File: src/assert_macros.svh
`ifndef ASSERT_MACROS_SVH
`define ASSERT_MACROS_SVH

// Same-cycle implication, sampled on clk, off while rst_n is low.
`define BFMP_CHECK(label, ante, cons) \
  label: assert property (@(posedge clk) disable iff (!rst_n) (ante) |-> (cons)) \
    else $error("bfmp check failed");

// Next-cycle implication, sampled on clk, off while rst_n is low.
`define BFMP_CHECK_NEXT(label, ante, cons) \
  label: assert property (@(posedge clk) disable iff (!rst_n) (ante) |=> (cons)) \
    else $error("bfmp check failed");

`endif

File: src/bfmp_pkg.sv
`timescale 1ns / 1ps

package bfmp_pkg;

  localparam int unsigned BUFFER_BYTES_DEF = 4096;
  localparam int unsigned MAX_FIELD_BITS   = 32;

  localparam int unsigned LEN_W     = 13;
  localparam int unsigned VAL_W     = 32;
  localparam int unsigned VAL_IDX_W = $clog2(VAL_W);
  localparam int unsigned WID_W     = 6;
  localparam int unsigned CNT_W     = 32;
  localparam int unsigned HEADROOM_BYTES = 4;

  localparam int unsigned IN_DATA_W  = 40;
  localparam int unsigned OUT_DATA_W = 80;
  localparam int unsigned TUSER_W    = 3;

  localparam logic [LEN_W-1:0] CAP_RESET = LEN_W'(4096);

  typedef enum logic [1:0] {
    CMD_BEGIN_WR = 2'd0,
    CMD_WRITE    = 2'd1,
    CMD_BEGIN_RD = 2'd2,
    CMD_READ     = 2'd3
  } cmd_t;

  // controller -> datapath
  typedef struct packed {
    logic load;
    logic decode;
    logic wr_merge;
    logic wr_byte;
    logic rd_step;
    logic fin;
  } dp_ctl_t;

  // datapath -> controller
  typedef struct packed {
    cmd_t cmd;
    logic cap_ok;
    logic wr_bad_width;
    logic rd_bad_width;
    logic bp_zero;
    logic wr_last;
    logic rd_end;
  } dp_sts_t;

endpackage

File: src/bfmp_ctrl.sv
`timescale 1ns / 1ps

module bfmp_ctrl (
  input  logic              clk,
  input  logic              rst_n,
  input  logic              in_valid,
  output logic              in_ready,
  output logic              out_valid,
  input  logic              out_ready,
  output bfmp_pkg::dp_ctl_t ctl,
  input  bfmp_pkg::dp_sts_t sts
);

  import bfmp_pkg::*;

  typedef enum logic [5:0] {
    S_IDLE     = 6'b000001,
    S_DECODE   = 6'b000010,
    S_WR_MERGE = 6'b000100,
    S_WR_BYTE  = 6'b001000,
    S_RD       = 6'b010000,
    S_FIN      = 6'b100000
  } state_t;

  state_t state_r, state_nxt;
  logic   out_valid_r, out_valid_nxt;
  logic   fin_go;

  assign in_ready  = (state_r == S_IDLE);
  assign out_valid = out_valid_r;
  assign fin_go    = (state_r == S_FIN) && (!out_valid_r || out_ready);

  always_comb begin
    ctl          = '0;
    ctl.load     = (state_r == S_IDLE) && in_valid;
    ctl.decode   = (state_r == S_DECODE);
    ctl.wr_merge = (state_r == S_WR_MERGE);
    ctl.wr_byte  = (state_r == S_WR_BYTE);
    ctl.rd_step  = (state_r == S_RD);
    ctl.fin      = fin_go;
  end

  always_comb begin
    state_nxt = state_r;
    case (state_r)
      S_IDLE: begin
        if (in_valid) state_nxt = S_DECODE;
      end
      S_DECODE: begin
        case (sts.cmd)
          CMD_WRITE: begin
            if (!sts.cap_ok || sts.wr_bad_width) state_nxt = S_FIN;
            else if (sts.bp_zero)                state_nxt = S_WR_BYTE;
            else                                 state_nxt = S_WR_MERGE;
          end
          CMD_READ: begin
            state_nxt = sts.rd_bad_width ? S_FIN : S_RD;
          end
          CMD_BEGIN_WR, CMD_BEGIN_RD: state_nxt = S_FIN;
          default: state_nxt = S_FIN;
        endcase
      end
      S_WR_MERGE: begin
        state_nxt = sts.wr_last ? S_FIN : S_WR_BYTE;
      end
      S_WR_BYTE: begin
        if (sts.wr_last) state_nxt = S_FIN;
      end
      S_RD: begin
        if (sts.rd_end) state_nxt = S_FIN;
      end
      S_FIN: begin
        if (fin_go) state_nxt = S_IDLE;
      end
      default: state_nxt = S_IDLE;
    endcase
  end

  // result register frees when taken, refills on fin
  assign out_valid_nxt = fin_go || (out_valid_r && !out_ready);

  always_ff @(posedge clk) begin
    if (!rst_n) begin
      state_r     <= S_IDLE;
      out_valid_r <= 1'b0;
    end else begin
      state_r     <= state_nxt;
      out_valid_r <= out_valid_nxt;
    end
  end

endmodule

File: config.mk
export PLATFORM = sky130hd
export DESIGN_NAME = bfmp_ctrl
export DESIGN_NICKNAME = d
export VERILOG_FILES = /design/src/assert_macros.svh /design/src/bfmp_pkg.sv /design/src/bfmp_ctrl.sv
export SDC_FILE = /design/constraint.sdc
export NUM_CORES = 1
export LEC_CHECK = 0
export BUFFER_PORTS_ARGS = -buffer_cell sky130_fd_sc_hd__buf_2
export CAP_MARGIN = 20
export CORE_AREA = 2 2 39 41
export DETAILED_ROUTE_END_ITERATION = 16
export DIE_AREA = 0 0 41 43
export HOLD_SLACK_MARGIN = 0.12
export PLACE_DENSITY_LB_ADDON = 0.25
export RECOVER_POWER = 25
export SYNTH_ARGS = -nofsm -noshare
export SYNTH_HDL_FRONTEND = slang
export SYNTH_SLANG_ARGS = --single-unit
File: constraint.sdc
create_clock -name clk -period 3.2 [get_ports clk]
set_input_delay 0.64 -clock clk [delete_from_list [all_inputs] [get_ports clk]]
set_output_delay 0.64 -clock clk [all_outputs]
set_load 0.1 [all_outputs]
==> results.txt <==
STA puts the critical path data required time at 2560 ps. The via count of the first global-routing pass is 364. The worst pin sits at a relative slew slack of 0.223. The pre-CTS setup slack is 659 ps. The routed metal-1 wire length came out at 439 µm. The average wire per cell in the routed design came out at 11.5 µm. In this design, the largest share of critical-path delay is due to simple AND/OR/NAND/NOR gates.

Setup repair after global routing left no endpoint under its margin. The clock edge transition at the registers on the reported setup and hold paths is 50 ps. The height of the chip came out at 43 µm.

The number of antenna violations at the first check in global routing came to 0. The largest single stage delay on the critical path is 580 ps. The per-cell via count in the routed design came out at 5.13. The number of buffers created by CTS is 3. The start point of the critical path is state_r[2].

The count of placed standard cells including taps came out at 81. The number of nets in the synthesized netlist is 59. Yosys printed 0 warnings.

The max-capacitance violation count is 0. The final net count is 82. The die outline area is 1760 µm².

The instance count of the mapped netlist is 47. The worst-path maximum fanout came out at 6. The post-CTS setup buffer count is 0.

The core utilization of the finished layout came out at 0.408. The first detailed-routing pass ran for 2 iterations. The number of buffers added on ports came out at 19.

The detailed router placed 436 vias in this run. The cell sitting at the root of the clock tree is a sky130_fd_sc_hd__clkbuf_4. The number of buffers and inverters on the critical path is 1. In this run the register-to-register setup slack is 1300 ps. The register area share after synthesis is 0.322. The worst hold margin came out at 532 ps. The count of cell types in the netlist came out at 29. For this design the static power due to leakage is 0.256 nW.

The largest individual stage delay along the critical path comes from the cell sky130_fd_sc_hd__nor3b_1. Global routing finished with a remaining overflow of 0. In this run the cell area of the synthesized design comes to 435 µm². The CTS tree is done. The signal on the critical path passes through or4_4 -> nor3b_1 -> buf_2.

The setup slack of the critical path after layout came out at 340 ps. Once detailed placement completed, the half-perimeter wirelength came to 803 µm. The clock insertion delay at the later pin of the skew report is 250 ps. The count of boundary I/O pins came out at 20. The tightest min-delay check is of the reg2reg type.

In this run, the number of DRC markers left after iteration 0 of detailed routing was 6. The post-cts resize count is 0. The routability congestion estimate from global placement came out at 0.700.

The detailed-routed wire length on met2 is 491 µm. The achievable frequency came out at 350 MHz. The number of cells on the worst reg-to-reg path came out at 4. The clock passes through at most 2 buffers.

At the pin with the least slew margin, the transition time is 1170 ps. The proportion of layout cells with a drive suffix above 1 is 0.362. For the worst setup path, the data arrival time is 2220 ps. The initial core utilization came out at 0.315.

The power density of the placed cells is 548 nW/µm². For this run, design rule violations remaining after detail routing come to 0. The maximum level of the CTS H-tree is 1. After filler insertion, the fill cell instance count of the layout stands at 153. The count of pins over their slew limit is 0. The flow ran to the end, and the final reports show no timing, DRC or antenna violations. The highest metal layer carrying signal wires in the routed design is met3. The die outline width came out at 41 µm.

For this design, the CTS-stage hold fixing added 0 buffers. The diode insertion count for antenna repair is 0. The global-route usage over all layers is 0.122. The average instance in the mapped netlist occupies 9.26 µm².

The remaining antenna violation count came out at 0. The worst setup path is of the reg2out kind. The count of non-filler cells in the finished layout is 85. The number of rows created at floorplan came out at 14. The number of instances on the worst hold path is 2. The total wire length came out at 981 µm. The post-route clock period utilization is 0.894. The cell area after placement is 544 µm². The first global-routing pass estimated 1.41 mm of wire. The finished cells cover 564 µm².

The worst setup path is captured at a primary output. The overall power of the completed layout came out at 0.309 mW. The worst clock skew on the final layout came out at 1.29 ps. The number of synthesized register bits is 7. The maximum number of pins on one net before global-route repair is 9. The number of failing hold endpoints at the final stage is 0. The endpoint identified for the worst register-to-register timing path is state_r[2]. The highest ir drop seen on vdd came out at 0.162 mV.

After routing, the total negative slack on setup checks comes to 0 ps. The critical path ends at ctl[4]. The amount of wire on met3 after detailed routing came out at 50 µm. Setup violations remaining at the end of the flow were counted as 0. The CTS sink count came out at 7.

The area of the placeable core came out at 1380 µm². After layout, the minimum clock period comes to 2860 ps. In this run the critical register-to-register path is launched from state_r[2].

The cell depth of the worst setup path is 3. The synthesis-to-layout area growth came out at 29.6%. The kind of start point of the critical path is a flip-flop.
-- how the worst min path moves through the flow --
stage | start | to | slack (ps)
after floorplan | state_r[4] | state_r[4] | 480
after global placement | state_r[4] | state_r[4] | 530
after detailed placement | state_r[4] | state_r[4] | 530
after CTS | state_r[4] | state_r[4] | 540
after global routing | state_r[4] | state_r[4] | 580
final | state_r[4] | state_r[4] | 530
-- kinds of logic after synthesis --
family,after synthesis,share of synthesized area
AND/OR/NAND/NOR,26,0.417
buffers and inverters,2,0.0259
AO/OA/AOI/OAI,12,0.236
flip-flops,7,0.322
-- routing by layer --
| metal | vias up | GRT usage |
|---|---|---|
| met5 | - | 0 |
| met2 | 12 | 0.191 |
| li1 | 229 | - |
| met3 | 0 | 0.0314 |
| met4 | 0 | 0.0800 |
| met1 | 195 | 0.135 |
-- state kept, by name, summed over array words and instances, names as in the netlist --
signal / count
state_r: 6
out_valid: 1
-- cells in the final DEF, fill, tap and decap left out --
cell                       netlist  routed
sky130_fd_sc_hd__nor4_1          2       2
sky130_fd_sc_hd__o21bai_1        2       2
sky130_fd_sc_hd__and4b_1         1       1
sky130_fd_sc_hd__or4_4           1       1
sky130_fd_sc_hd__a32o_1          1       1
sky130_fd_sc_hd__or4_1           1       1
sky130_fd_sc_hd__or3b_4          1       1
sky130_fd_sc_hd__a21oi_1         1       1
sky130_fd_sc_hd__nand2b_1        3       3
sky130_fd_sc_hd__nor2b_1         2       2
sky130_fd_sc_hd__o21a_1          1       1
sky130_fd_sc_hd__nand2_1         1       1
sky130_fd_sc_hd__inv_1           1       1
sky130_fd_sc_hd__nor3b_1         3       4
sky130_fd_sc_hd__a21boi_0        2       2
sky130_fd_sc_hd__clkbuf_1        0       2
sky130_fd_sc_hd__and3_1          2       2
sky130_fd_sc_hd__nand4_1         2       2
sky130_fd_sc_hd__nor2_1          3       3
sky130_fd_sc_hd__o21ai_0         1       1
sky130_fd_sc_hd__and3b_1         1       1
sky130_fd_sc_hd__clkbuf_4        0       3
sky130_fd_sc_hd__o21ai_1         1       1
sky130_fd_sc_hd__a21bo_1         1       1
sky130_fd_sc_hd__dfxtp_1         7       7
sky130_fd_sc_hd__a221o_1         1       1
sky130_fd_sc_hd__o221a_4         1       1
sky130_fd_sc_hd__buf_2           0      18
sky130_fd_sc_hd__and2_2          0       1
sky130_fd_sc_hd__nand3b_1        1       1
-- cells in the mapped netlist (all sizes together) --
| library cell | instances | area (µm²) |
|---|---|---|
| dfxtp | 7 | 140 |
| inv | 1 | 3.75 |
| nor4 | 2 | 12.5 |
| nand2b | 3 | 18.8 |
| a21boi | 2 | 15.0 |
| or3b | 1 | 11.3 |
| nor2 | 3 | 11.3 |
| nand3b | 1 | 7.51 |
| nor3b | 4 | 35.0 |
| a221o | 1 | 10.0 |
| and3b | 1 | 8.76 |
| nor2b | 2 | 12.5 |
| nand2 | 1 | 3.75 |
| a32o | 1 | 10.0 |
| and2 | 1 | 6.26 |
| o21a | 1 | 7.51 |
| a21bo | 1 | 10.0 |
| and4b | 1 | 10.0 |
| and3 | 2 | 12.5 |
| nand4 | 2 | 12.5 |
| a21oi | 1 | 5.00 |
| o221a | 1 | 20.0 |
| buf | 1 | 7.51 |
| or4 | 2 | 18.8 |
| o21ai | 2 | 10.0 |
| o21bai | 2 | 15.0 |
-- power by group --
part	switching [mW]	internal [mW]	total [mW]
Clock	0.0321	0.0476	0.0797
Combinational	0.0910	0.0389	0.130
Sequential	0.00609	0.0936	0.0997
-- worst register-to-register path: stages, from the launching register on --
cell and delay [ps]:
sky130_fd_sc_hd__dfxtp_1 320, sky130_fd_sc_hd__or4_4 530, sky130_fd_sc_hd__nor3b_1 580, sky130_fd_sc_hd__and4b_1 280, sky130_fd_sc_hd__and3_1 150
-- final cells by class --
type / count / area [µm²] / area share
inverter: 1 / 3.75 / 0.00665
multi-input combinational: 38 / 280 / 0.497
timing repair buffer: 19 / 93.8 / 0.166
sequential: 7 / 140 / 0.248
tap: 16 / 20.0 / 0.0355
clock buffer: 4 / 26.3 / 0.0466
(Power assumes the default switching activity.)
